File: src/sv/plac_pkg.sv
// Shared widths and stage counts for the point light attenuation core.
package plac_pkg;

    localparam int unsigned CoordW  = 24;              // Q12.12 coordinate
    localparam int unsigned CoefW   = 24;              // Q8.16 coefficient
    localparam int unsigned ChanW   = 8;               // colour channel
    localparam int unsigned OutW    = 16;              // Q8.8 result
    localparam int unsigned CfgIdxW = 3;
    localparam int unsigned CfgW    = 24;

    localparam int unsigned AbsW    = CoordW + 1;      // |light - point|
    localparam int unsigned SqW     = 2 * AbsW;        // one squared axis
    localparam int unsigned SumW    = 50;              // sum of three squares
    localparam int unsigned RootW   = 25;              // isqrt of the sum
    localparam int unsigned D2W     = 38;              // d*d >> 12
    localparam int unsigned D2HalfW = D2W / 2;
    localparam int unsigned ProdW   = CoefW + D2HalfW; // coefficient times half of d2
    localparam int unsigned LinW    = CoefW + RootW;
    localparam int unsigned DenW    = 63;
    localparam int unsigned EW      = DenW + 8;        // 255 * den
    localparam int unsigned NumW    = ChanW + 36;      // channel << 36

    localparam int unsigned SqrtStages = RootW;
    localparam int unsigned DivStages  = OutW + 1;

    typedef enum logic [CfgIdxW-1:0] {
        REG_LIGHT_X   = 3'd0,
        REG_LIGHT_Y   = 3'd1,
        REG_LIGHT_Z   = 3'd2,
        REG_COLOR     = 3'd3,
        REG_ATT_CONST = 3'd4,
        REG_ATT_LIN   = 3'd5,
        REG_ATT_QUAD  = 3'd6,
        REG_AMBIENT   = 3'd7
    } t_cfg_idx;

    localparam logic [CoefW-1:0] AttLinReset = 24'd65536;

endpackage

File: src/sv/plac_sqrt.sv
// Bit-per-stage integer square root pipeline.
module plac_sqrt (
    input  logic                         i_clk,
    input  logic                         i_en,
    input  logic [plac_pkg::SumW-1:0]    i_s,
    output logic [plac_pkg::RootW-1:0]   o_root
);
    import plac_pkg::*;

    localparam int unsigned RemW = SumW + 2;

    logic [RemW-1:0]  r_rem  [SqrtStages];
    logic [RootW-1:0] r_root [SqrtStages];

    for (genvar k = 0; k < SqrtStages; k++) begin : g_stage
        localparam int unsigned Bit = SqrtStages - 1 - k;
        logic [RemW-1:0]  w_rem_in;
        logic [RootW-1:0] w_root_in;
        logic [RemW-1:0]  w_trial;
        logic [RemW-1:0]  n_rem;
        logic [RootW-1:0] n_root;

        if (k == 0) begin : g_first
            assign w_rem_in  = RemW'(i_s);
            assign w_root_in = '0;
        end else begin : g_next
            assign w_rem_in  = r_rem[k-1];
            assign w_root_in = r_root[k-1];
        end

        // Trial value (2*root + 2^bit) * 2^bit
        assign w_trial = (RemW'(w_root_in) << (Bit + 1)) + (RemW'(1) << (2 * Bit));

        always_comb begin
            if (w_rem_in >= w_trial) begin
                n_rem  = w_rem_in - w_trial;
                n_root = w_root_in | (RootW'(1) << Bit);
            end else begin
                n_rem  = w_rem_in;
                n_root = w_root_in;
            end
        end

        always_ff @(posedge i_clk) begin
            if (i_en) begin
                r_rem[k]  <= n_rem;
                r_root[k] <= n_root;
            end
        end
    end

    assign o_root = r_root[SqrtStages-1];

endmodule

File: config.mk
export PLATFORM = sky130hd
export DESIGN_NAME = plac_sqrt
export DESIGN_NICKNAME = d
export VERILOG_FILES = /design/src/sv/plac_pkg.sv /design/src/sv/plac_sqrt.sv
export SDC_FILE = /design/constraint.sdc
export NUM_CORES = 2
export LEC_CHECK = 0
export BUFFER_PORTS_ARGS = -buffer_cell sky130_fd_sc_hd__buf_2
export CORE_UTILIZATION = 63
export DETAILED_ROUTE_END_ITERATION = 12
export PLACE_DENSITY = 0.82
export SLEW_MARGIN = 20
export SYNTH_ARGS = -nofsm -noshare
export SYNTH_HDL_FRONTEND = slang
export SYNTH_SLANG_ARGS = --single-unit
File: constraint.sdc
create_clock -name i_clk -period 8.8 [get_ports i_clk]
set_input_delay 0.88 -clock i_clk [delete_from_list [all_inputs] [get_ports i_clk]]
set_output_delay 0.88 -clock i_clk [all_outputs]
set_load 0.01 [all_outputs]
==> flow_metrics.env <==
export IMPL_insertion_delay_ns=0.81
export IMPL_hpwlAfterDp_mm=111
export IMPL_synthesis_nets=6199
export IMPL_clock_fmax_mhz=210
export IMPL_gp_congestion=0.936
export IMPL_areaGrowthSynthToFinish_pct=10.5
export IMPL_routed_wire_length_per_instance_um=21.1
export IMPL_design_power_total_mw=20.3
export IMPL_crit_path_max_fanout=13
export IMPL_die_w_um=345
export IMPL_layout_setup_ws_ns=4.03
export IMPL_final_count_of_pins_violating_max_slew=0
export IMPL_finalWirelength_mm=161
export IMPL_n_antenna_cell=0
export IMPL_proportion_of_layout_cells_with_a_drive_suffix_above_1=0.0760
export IMPL_detail_route_drc_violations=0
export IMPL_cp_data_required_time_ns=9.26
export IMPL_cp_cell_sequence="inv_1 > ha_1 > nand3_1 > nor4_1 > nand4_1 > nand3_1 > a2111o_1 > nand2_1 > or2_2 > a2111oi_0 > xor2_1"
export IMPL_quantity_of_i_o_buffers_inserted_on_ports=76
export IMPL_slowest_stage="a2111oi_0"
export IMPL_critical_path_top_delay_family="simple AND/OR/NAND/NOR gates"
export IMPL_critPathCaptureType="flop"
export IMPL_vias=46900
export IMPL_numClockSinks=1572
export IMPL_hold_depth=1
export IMPL_tritoncts="done"
export IMPL_crit_path_start_kind="flop"
export IMPL_p_leak_nw=31.0
export IMPL_syn_avg_cell_area_um2=12.8
export IMPL_drtPass1Iterations=6
export IMPL_setup_viol=0
export IMPL_placed_cell_area_um2=76700
export IMPL_r2r_slack_ns=4.03
export IMPL_die_area_um2=119000
export IMPL_part_of_the_yosys_area_used_for_sequential_elements=0.635
export IMPL_holdBufCountCts=0
export IMPL_layout_commonest_cell="edfxtp_1"
export IMPL_worst_setup_path_category="flop to flop"
export IMPL_first_global_vias=47300
export IMPL_detail_route_antenna_nets=0
export IMPL_cp_common_cell="nand3_1"
export IMPL_worst_path_largest_cell_delay_ns=0.70
export IMPL_clock_tree_htree_level_count=4
export IMPL_global_route_wire_length_before_repair_mm=249
export IMPL_worstRegToRegCells=11
export IMPL_cts_root_buf="clkbuf_16"
export IMPL_power_density_nw_per_um2=247
export IMPL_postLayoutCellArea_um2=82100
export IMPL_clock_path_buffers=3
export IMPL_numCtsBuffers=158
export IMPL_worst_clock_skew_ns=0.0506
export IMPL_period_share=0.542
export IMPL_synth_main_ff_cell="edfxtp_1"
export IMPL_mostFrequentLayoutCells="edfxtp_1, inv_1, nor2_1, nand2_1, ha_1"
export IMPL_tightestPinTransition_ns=1.27
export IMPL_row_count=125
export IMPL_groute_usage_overall=0.266
export IMPL_setup_total_negative_slack_ns=0
export IMPL_cap_viol_max_count=0
export IMPL_ctsResizeCount=0
export IMPL_cts_post_setup_buffers_inserted=0
export IMPL_fp_dieH_um=345
export IMPL_detailedRoute_firstIterationViolations=4279
export IMPL_antenna_found_initial=0
export IMPL_arrival_ns=5.23
export IMPL_timing_hold_violations_final=0
export IMPL_coreArea_um2=117000
export IMPL_dp_worst_setup_slack_ns=4.01
export IMPL_syn_instance_count=5801
export IMPL_top_level_ports=77
export IMPL_syn_area_um2=74300
export IMPL_ys_ff_latch=1572
export IMPL_maxSlewHeadroom=0.145
export IMPL_start_util=0.638
export IMPL_share_of_async_settable_or_async_resettable_flops_after_synthesis=0
export IMPL_netlist_cell_type_count=79
export IMPL_layout_filler_cells=7354
export IMPL_hp_class="input port to flop"
export IMPL_final_period_minus_worst_setup_slack_ns=4.77
export IMPL_nets=6380
export IMPL_yosys_warnings=0
export IMPL_synth_enable_flop_cells=1572
export IMPL_drt_vias_per_instance=6.15
export IMPL_buffers_and_inverters_on_the_worst_path=1
export IMPL_worstSetupPathDepth=11
export IMPL_utilization=0.705
export IMPL_max_vdd_ir_drop_mv=0.274
export IMPL_path_clk_slew_ns=0.07
export IMPL_rsz0062_at_grt="no"
export IMPL_overflow=0
export IMPL_status="finished, final reports clean"
export IMPL_grt_max_degree=231
==> synth_stat cells, types with 34 or more instances <==
cell type	number	area [um^2]
a211oi_1	34	255
a21o_1	115	863
a21oi_1	330	1650
clkbuf_1	77	289
edfxtp_1	1572	47200
ha_1	346	4330
inv_1	441	1660
mux2_2	55	619
nand2_1	354	1330
nand2b_1	63	394
nand3_1	72	360
nand4_1	73	457
nor2_1	365	1370
nor2b_1	49	307
nor3_1	205	1030
nor4_1	201	1260
o21a_1	63	473
o21ai_0	256	1280
o31ai_1	47	353
or2_2	37	231
or3_1	71	444
or4_1	60	450
xnor2_1	244	2140
xor2_1	304	2660
==> stage by stage <==
stage / hold slack [ns] / instances
2_1_floorplan: 0.417 / 5801
3_3_place_gp: 0.422 / 7345
3_5_place_dp: 0.425 / 7345
4_1_cts: 0.223 / 7626
5_1_grt: 0.234 / 7627
6_report: 0.251 / 7627
==> registers in the layout, summed over array words and instances, names as in the netlist <==
name	count
r_rem	1247
r_root	325
==> power by group <==
group          total (mW)  internal [mW]  leakage [nW]  switching [mW]
Clock                6.91           3.98          2.58            2.94
Combinational        3.43           1.41          13.3            2.02
Sequential           9.96           9.35          15.1           0.619
Total                20.3           14.7          31.0            5.58
==> path summary, 6_finish.rpt <==
check	startpoint	endpoint
worst min-delay path	i_s[9]	r_rem[0][9]$_DFFE_PP_
worst max register to register	r_root[5][43]$_DFFE_PP_	r_rem[5][153]$_DFFE_PP_
worst min register to register	r_rem[2][174]$_DFFE_PP_	r_rem[3][18]$_DFFE_PP_
worst max-delay path	r_root[5][43]$_DFFE_PP_	r_rem[5][153]$_DFFE_PP_
==> cells by family after synthesis <==
| kind of cell | count (synthesis) | share of synthesized area |
|---|---|---|
| fa+ha+maj | 346 | 0.0582 |
| other cells | 1 | 0.0000504 |
| flops | 1572 | 0.635 |
| mux | 63 | 0.00941 |
| simple gates | 1705 | 0.119 |
| compound gates | 1036 | 0.0864 |
| buf+inv | 530 | 0.0269 |
| xor+xnor | 548 | 0.0646 |
==> metal layers <==
| layer | global-route usage | wire [um] |
|---|---|---|
| met1 | 0.280 | 56500 |
| met2 | 0.511 | 87000 |
| met3 | 0.0370 | 8590 |
| met4 | 0.142 | 8750 |
| met5 | 0 | 0 |
==> area by class of cell <==
| type | count | area [um^2] | share of cell area |
|---|---|---|---|
| Clock buffer | 184 | 4070 | 0.0496 |
| Inverter | 441 | 1660 | 0.0202 |
| Timing Repair Buffer | 110 | 758 | 0.00923 |
| Sequential cell | 1572 | 47200 | 0.575 |
| Tap cell | 1524 | 1910 | 0.0232 |
| Clock inverter | 97 | 1290 | 0.0157 |
| Multi-Input combinational cell | 3699 | 25200 | 0.307 |
Power figures use the tool's default switching activity.
