## src/sv/plac_pkg.sv

```systemverilog
// Shared widths and stage counts for the point light attenuation core.
package plac_pkg;

    localparam int unsigned CoordW  = 24;              // Q12.12 coordinate
    localparam int unsigned CoefW   = 24;              // Q8.16 coefficient
    localparam int unsigned ChanW   = 8;               // colour channel
    localparam int unsigned OutW    = 16;              // Q8.8 result
    localparam int unsigned CfgIdxW = 3;
    localparam int unsigned CfgW    = 24;

    localparam int unsigned AbsW    = CoordW + 1;      // |light - point|
    localparam int unsigned SqW     = 2 * AbsW;        // one squared axis
    localparam int unsigned SumW    = 50;              // sum of three squares
    localparam int unsigned RootW   = 25;              // isqrt of the sum
    localparam int unsigned D2W     = 38;              // d*d >> 12
    localparam int unsigned D2HalfW = D2W / 2;
    localparam int unsigned ProdW   = CoefW + D2HalfW; // coefficient times half of d2
    localparam int unsigned LinW    = CoefW + RootW;
    localparam int unsigned DenW    = 63;
    localparam int unsigned EW      = DenW + 8;        // 255 * den
    localparam int unsigned NumW    = ChanW + 36;      // channel << 36

    localparam int unsigned SqrtStages = RootW;
    localparam int unsigned DivStages  = OutW + 1;

    typedef enum logic [CfgIdxW-1:0] {
        REG_LIGHT_X   = 3'd0,
        REG_LIGHT_Y   = 3'd1,
        REG_LIGHT_Z   = 3'd2,
        REG_COLOR     = 3'd3,
        REG_ATT_CONST = 3'd4,
        REG_ATT_LIN   = 3'd5,
        REG_ATT_QUAD  = 3'd6,
        REG_AMBIENT   = 3'd7
    } t_cfg_idx;

    localparam logic [CoefW-1:0] AttLinReset = 24'd65536;

endpackage

```

## src/sv/plac_div.sv

```systemverilog
// Restoring divider pipeline: channel * 2^36 / e, 16 quotient bits with overflow.
module plac_div (
    input  logic                        i_clk,
    input  logic                        i_en,
    input  logic [plac_pkg::ChanW-1:0]  i_ch,
    input  logic [plac_pkg::EW-1:0]     i_e,
    output logic [plac_pkg::OutW-1:0]   o_q,
    output logic                        o_ovf
);
    import plac_pkg::*;

    localparam int unsigned CmpW = EW + OutW;

    logic [NumW-1:0] r_rem [DivStages];
    logic [EW-1:0]   r_e   [DivStages];
    logic [OutW-1:0] r_q   [DivStages];
    logic            r_ovf [DivStages];

    // Quotient reaches 2^16 exactly when ch * 2^20 >= e
    always_ff @(posedge i_clk) begin
        if (i_en) begin
            r_rem[0] <= {i_ch, 36'd0};
            r_e[0]   <= i_e;
            r_q[0]   <= '0;
            r_ovf[0] <= (EW'({i_ch, 20'd0}) >= i_e);
        end
    end

    for (genvar g = 1; g < DivStages; g++) begin : g_stage
        localparam int unsigned Bit = DivStages - 1 - g;
        logic [CmpW-1:0] w_sub;
        logic            w_take;

        assign w_sub  = CmpW'(r_e[g-1]) << Bit;
        assign w_take = CmpW'(r_rem[g-1]) >= w_sub;

        always_ff @(posedge i_clk) begin
            if (i_en) begin
                r_rem[g] <= w_take ? NumW'(CmpW'(r_rem[g-1]) - w_sub) : r_rem[g-1];
                r_q[g]   <= w_take ? (r_q[g-1] | (OutW'(1) << Bit)) : r_q[g-1];
                r_e[g]   <= r_e[g-1];
                r_ovf[g] <= r_ovf[g-1];
            end
        end
    end

    assign o_q   = r_q[DivStages-1];
    assign o_ovf = r_ovf[DivStages-1];

endmodule

```

## config.mk

```make
export PLATFORM = sky130hd
export DESIGN_NAME = plac_div
export DESIGN_NICKNAME = d
export VERILOG_FILES = /design/src/sv/plac_pkg.sv /design/src/sv/plac_div.sv
export SDC_FILE = /design/constraint.sdc
export NUM_CORES = 2
export LEC_CHECK = 0
export ABC_AREA = 1
export ABC_CLOCK_PERIOD_IN_PS = 2600
export BUFFER_PORTS_ARGS = -buffer_cell sky130_fd_sc_hd__clkbuf_2
export CAP_MARGIN = 20
export CORE_UTILIZATION = 65
export CTS_CLUSTER_SIZE = 8
export DETAILED_ROUTE_END_ITERATION = 10
export PLACE_DENSITY = 0.8
export SLEW_MARGIN = 10
export SYNTH_ARGS = -nofsm -noshare
export SYNTH_HDL_FRONTEND = slang
export SYNTH_SLANG_ARGS = --single-unit
```

## constraint.sdc

```tcl
create_clock -name i_clk -period 2.6 [get_ports i_clk]
set_input_delay 0.39 -clock i_clk [delete_from_list [all_inputs] [get_ports i_clk]]
set_output_delay 0.39 -clock i_clk [all_outputs]
set_load 0.02 [all_outputs]
```

==> impl_metrics.ini, run 1 <==
[synthesis]
synth-edff-count = 1837
synth_nets = 13400
ys_seq_area_frac = 0.510
yosysWarnings = 0
yosysTopAreaCell = edfxtp_1
synthCells = 12700
synthTopCellsByArea = edfxtp_1 (51%), nand2_1 (14%), inv_1 (7.2%), ha_1 (6.6%), nor2_1 (4.0%)
ys.flop_type = edfxtp_1
ys_seq_elements = 1837
netlist_area_mm2 = 0.108
async_flop_share = 0
synth.distinct_cells = 56
synth_top_area_frac = 0.510
syn_avg_cell_area_um2 = 8.50

[grt]
grt_max_degree = 125
grt-ovfl-total = 109
grt_usage = 0.714

[clock_tree]
cts_sinks = 1837
cts_root_buf = clkbuf_16
htreeDepth = 5
clockBufferDepth = 4
cts_buffers = 282

[place]
dp_hpwl_um = 306000
placed_cell_area_mm2 = 0.124
gp_congestion = 1.08
port_buffers = 97

[status]
stop_stage = global routing
error_line = [ERROR GRT-0232] Routing congestion too high. Check the congestion heatmap in the GUI.
outcome = aborted with a tool error

[sta]
postGrtWorstEndpoint = r_rem[0][525]$_DFFE_PP_/D
endpoint_type = register input

[floorplanning]
io-pin-count = 98
rows = 149
die_x_um = 410
die_h_um = 410
start_util = 0.655
layer usage:
layer  GRT usage  GRT overflow
met5       0.306             1
met4       0.632            48
met3       0.562             8
met2       0.867            50
met1       0.751             2
stage by stage:
step           hold slack [ns]  worst slack [ns]  cells
4_1_cts                  0.147           -0.0167  17100
3_5_place_dp             0.405            -0.295  16500
2_1_floorplan            0.400             0.404  12700
3_3_place_gp             0.400            -0.217  16500
synthesized netlist by cell type (3+ instances only):
master    instances
a21boi_0          8
a21boi_1          6
a21o_1           47
a21oi_1         558
a31oi_1          33
and2_1           18
and3_1            6
buf_2            49
buf_4            22
buf_6            28
clkbuf_1         41
edfxtp_1       1837
fa_1             14
ha_1            571
inv_1          2061
inv_2             9
nand2_1        4082
nand2_2          31
nand2_4           5
nand3_1         689
nand3_2          38
nand3b_1        117
nand4_1         310
nor2_1         1156
nor2_2           23
nor3_1          135
nor3_2           10
nor3b_1           9
nor4_1          120
nor4_2            3
o211ai_1          8
o21a_1           15
o21ai_0         232
o21ai_1          14
o21ai_2           4
o21bai_1         49
or2_2            23
xnor2_1         106
xor2_1          212
logic make-up after synthesis:
| family | count (synthesis) | share of synthesized area |
|---|---|---|
| adder cells (fa/ha/maj) | 585 | 0.0686 |
| buffers and inverters | 2211 | 0.0801 |
| AO/OA/AOI/OAI | 981 | 0.0492 |
| XOR/XNOR | 318 | 0.0257 |
| AND/OR/NAND/NOR | 6789 | 0.266 |
| flip-flops | 1837 | 0.510 |
what timing repair did:
action | 4_1_cts
gates resized for setup | 375
pin swaps | 44
hold endpoints to repair | 90
hold buffers | 80
setup endpoints to repair | 506
gates cloned | 9
setup buffers | 120
==> run 2, diff against run 1 <==
--- a/config.mk
+++ b/config.mk
@@ -9,10 +9,9 @@
 export ABC_CLOCK_PERIOD_IN_PS = 2600
 export BUFFER_PORTS_ARGS = -buffer_cell sky130_fd_sc_hd__clkbuf_2
 export CAP_MARGIN = 20
-export CORE_UTILIZATION = 65
-export CTS_CLUSTER_SIZE = 8
+export CORE_UTILIZATION = 40
 export DETAILED_ROUTE_END_ITERATION = 10
-export PLACE_DENSITY = 0.8
+export PLACE_DENSITY_LB_ADDON = 0.15
 export SLEW_MARGIN = 10
 export SYNTH_ARGS = -nofsm -noshare
 export SYNTH_HDL_FRONTEND = slang
==> run 2 against run 1 <==
Against the previous run: the flow now finishes, with violations (negative setup slack); synthesized area unchanged; synthesized cell count unchanged.
==> impl_metrics.ini, run 2 <==
[route]
detail_route.vias_per_cell = 5.09
finalWirelength_um = 437000
ant_nets = 0
drt_iter0_drc = 8761
drt_pre_antenna_iters = 8
wl_per_cell_um = 22.1
drcViolationCount = 0
via_count = 100000

[status]
violations = negative setup slack
outcome = finished with violations

[synthesis]
synth_nets = 13400
synthCells = 12700
yosys.area_share.simple = 0.266
syn_avg_cell_area_um2 = 8.50
synth-edff-count = 1837
synthTopCellsByArea = edfxtp_1 (51%), nand2_1 (14%), inv_1 (7.2%), ha_1 (6.6%), nor2_1 (4.0%)
synth_most_common_cell = nand2_1
ys_seq_elements = 1837
yosysTopAreaCell = edfxtp_1
yosysWarnings = 0
synth_fa_ha_area_frac = 0.0686
synth_top_family_by_area = simple AND/OR/NAND/NOR gates
async_flop_share = 0
synth.distinct_cells = 56
ys.flop_type = edfxtp_1
synthMuxAreaShare = 0
ys_seq_area_frac = 0.510
synth_common_cells = nand2_1 (4082), inv_1 (2061), edfxtp_1 (1837)
synth-compound-area-share = 0.0492
synth_top_area_frac = 0.510
netlist_area_mm2 = 0.108
yosys.area_share.xor_xnor = 0.0257

[clock_tree]
clk_pin_slew_ns = 0.06
cts_buffers = 205
clock_latency_ns = 0.91
cts_root_buf = clkbuf_16
cts_tree = yes
htreeDepth = 4
clockBufferDepth = 4
cts_sinks = 1837

[worst_setup_path]
slowest_stage = edfxtp_1
cp.arrival_ns = 3.47
critical_path.startpoint_type = flop
cpMostUsedCell = nand2_4
worst-path-max-fanout = 7
reg2reg_slack_ns = -0.13
cp_slowest_stage_delay_ns = 0.44
worstPathRequired_ns = 3.34
cp-end-kind = flop
worst-path-buf-inv = 6
path_delay_family = simple AND/OR/NAND/NOR gates
worstPathCellList = inv_2 > ha_4 > nand2_4 > inv_2 > nand2_2 > nor3_2 > buf_4 > nand4_1 > buf_4 > nor2_4 > nand3_4 > nand3_4 > buf_12 > clkbuf_16 > nand2_4 > nand2_4
critPathKind = reg -> reg

[grt]
use_met1 = 0.429
grt_use_met3 = 0.0314
grt_max_degree = 89
grtUsageMet2 = 0.497
grt_busiest_layer = met2
grt_pass1_wl_um = 616000
grt_pass1_vias = 95300
grt_usage = 0.305
antenna_found_initial = 16
grt-ovfl-total = 0

[sta]
rsz0062_at_grt = true
slew_headroom = 0.543
finClkSkew_ns = 0.0745
hold_viol_final = 0
drv_slew = 0
min_period_over_period = 1.05
setup_tns_ns = -3.27
worstMarginPinSlew_ns = 0.684
finalSetupViolCount = 69
setup_ws_ns = -0.127
max_freq_mhz = 367
period_needed_ns = 2.73

[place]
dp_hpwl_um = 347000
port_buffers = 97
place_ws_ns = -0.550
gp_congestion = 0.994

[pwr]
ir_drop_uv = 608
pwr_density_cell_mw_per_mm2 = 546
leakagePower_uw = 0.0723

[layout]
nets = 16700
syn_to_final_growth_pct = 42.2
top_register = r_e
drive_gt1_frac = 0.318
reg_top3 = r_e: 1136 flops, r_rem: 548 flops, r_q: 136 flops
largest_register_ffs = 1136
multi_input_area_mm2 = 0.0529
final_common_cell = nand2_1
regArea_mm2 = 0.0552
fill_cells = 24300
layout_common_cells = nand2_1 (3488), buf_4 (2814), inv_1 (1949)

[floorplanning]
die-area_mm2 = 0.273
start_util = 0.403
rows = 190
core_mm2 = 0.268
die_x_um = 522
die_h_um = 522
io-pin-count = 98

[job]
maxCapViolCount = 0

[worst_hold_path]
hp-class = in -> reg
[run 2: cell families (layout without fill, tap and decap cells)]
group	count (synthesis)	after routing
AND/OR/NAND/NOR	6789	6789
buffers and inverters	2211	5676
flip-flops	1837	1837
AO/OA/AOI/OAI	981	981
adder cells (fa/ha/maj)	585	585
XOR/XNOR	318	318
other	0	5
[run 2: layout make-up]
class	count	area share
multi-input cells	8673	0.344
clock buffers	235	0.0342
flip-flops and latches	1837	0.359
repair buffers	3235	0.174
diodes	5	0.0000814
inverters	2070	0.0507
well taps	3552	0.0289
clock inverters	136	0.00969
[run 2: through the flow]
| stage | instances | hold WS, ns | power, µW | cell area, µm² | util |
|---|---|---|---|---|---|
| after floorplan | 12700 | 0.400 | 43200 | 108000 | - |
| after global placement | 18800 | 0.401 | 52100 | 132000 | 0.494 |
| after detailed placement | 18800 | 0.405 | 52100 | 132000 | 0.494 |
| after CTS | 19400 | 0.139 | 82500 | 144000 | 0.537 |
| after global routing | 19700 | 0.180 | 87100 | 154000 | 0.573 |
| final | 19700 | 0.215 | 83900 | 154000 | 0.573 |
[run 2: worst reg2reg max path, delay by kind of cell (launching register included)]
family        cells  cell delay (ns)
flops             1             0.44
fa+ha+maj         1             0.30
buf+inv           6             0.85
simple gates      9             1.03
[run 2: final timing paths]
kind,cells after the start,to,start
worst max register to register,16,r_rem[0][248]$_DFFE_PP_,r_e[0][293]$_DFFE_PP_
worst max-delay path,16,r_rem[0][248]$_DFFE_PP_,r_e[0][293]$_DFFE_PP_
worst min-delay path,2,r_e[0][55]$_DFFE_PP_,i_e[55]
worst min register to register,0,r_q[0][77]$_DFFE_PP_,r_q[0][61]$_DFFE_PP_
[run 2: layer usage]
metal | vias up | wire (µm)
li1 | 48400 | -
met1 | 48100 | 195000
met2 | 3314 | 201000
met3 | 576 | 26600
met4 | 0 | 14500
met5 | - | 0
[run 2: report_power, final]
part           internal [µW]  switching, µW
Sequential             34600           1580
Combinational           8160          10100
Clock                  16900          12600
[run 2: what timing repair did]
item | 4_1_cts | 5_1_grt
buffers inserted | 153 | 302
endpoints found under the setup margin | 484 | 543
resized for setup | 548 | 1528
pin swaps | 75 | 342
hold buffers | 80 | 0
gates cloned | 10 | 36
hold endpoints to repair | 95 | 0
Power figures use the tool's default switching activity.
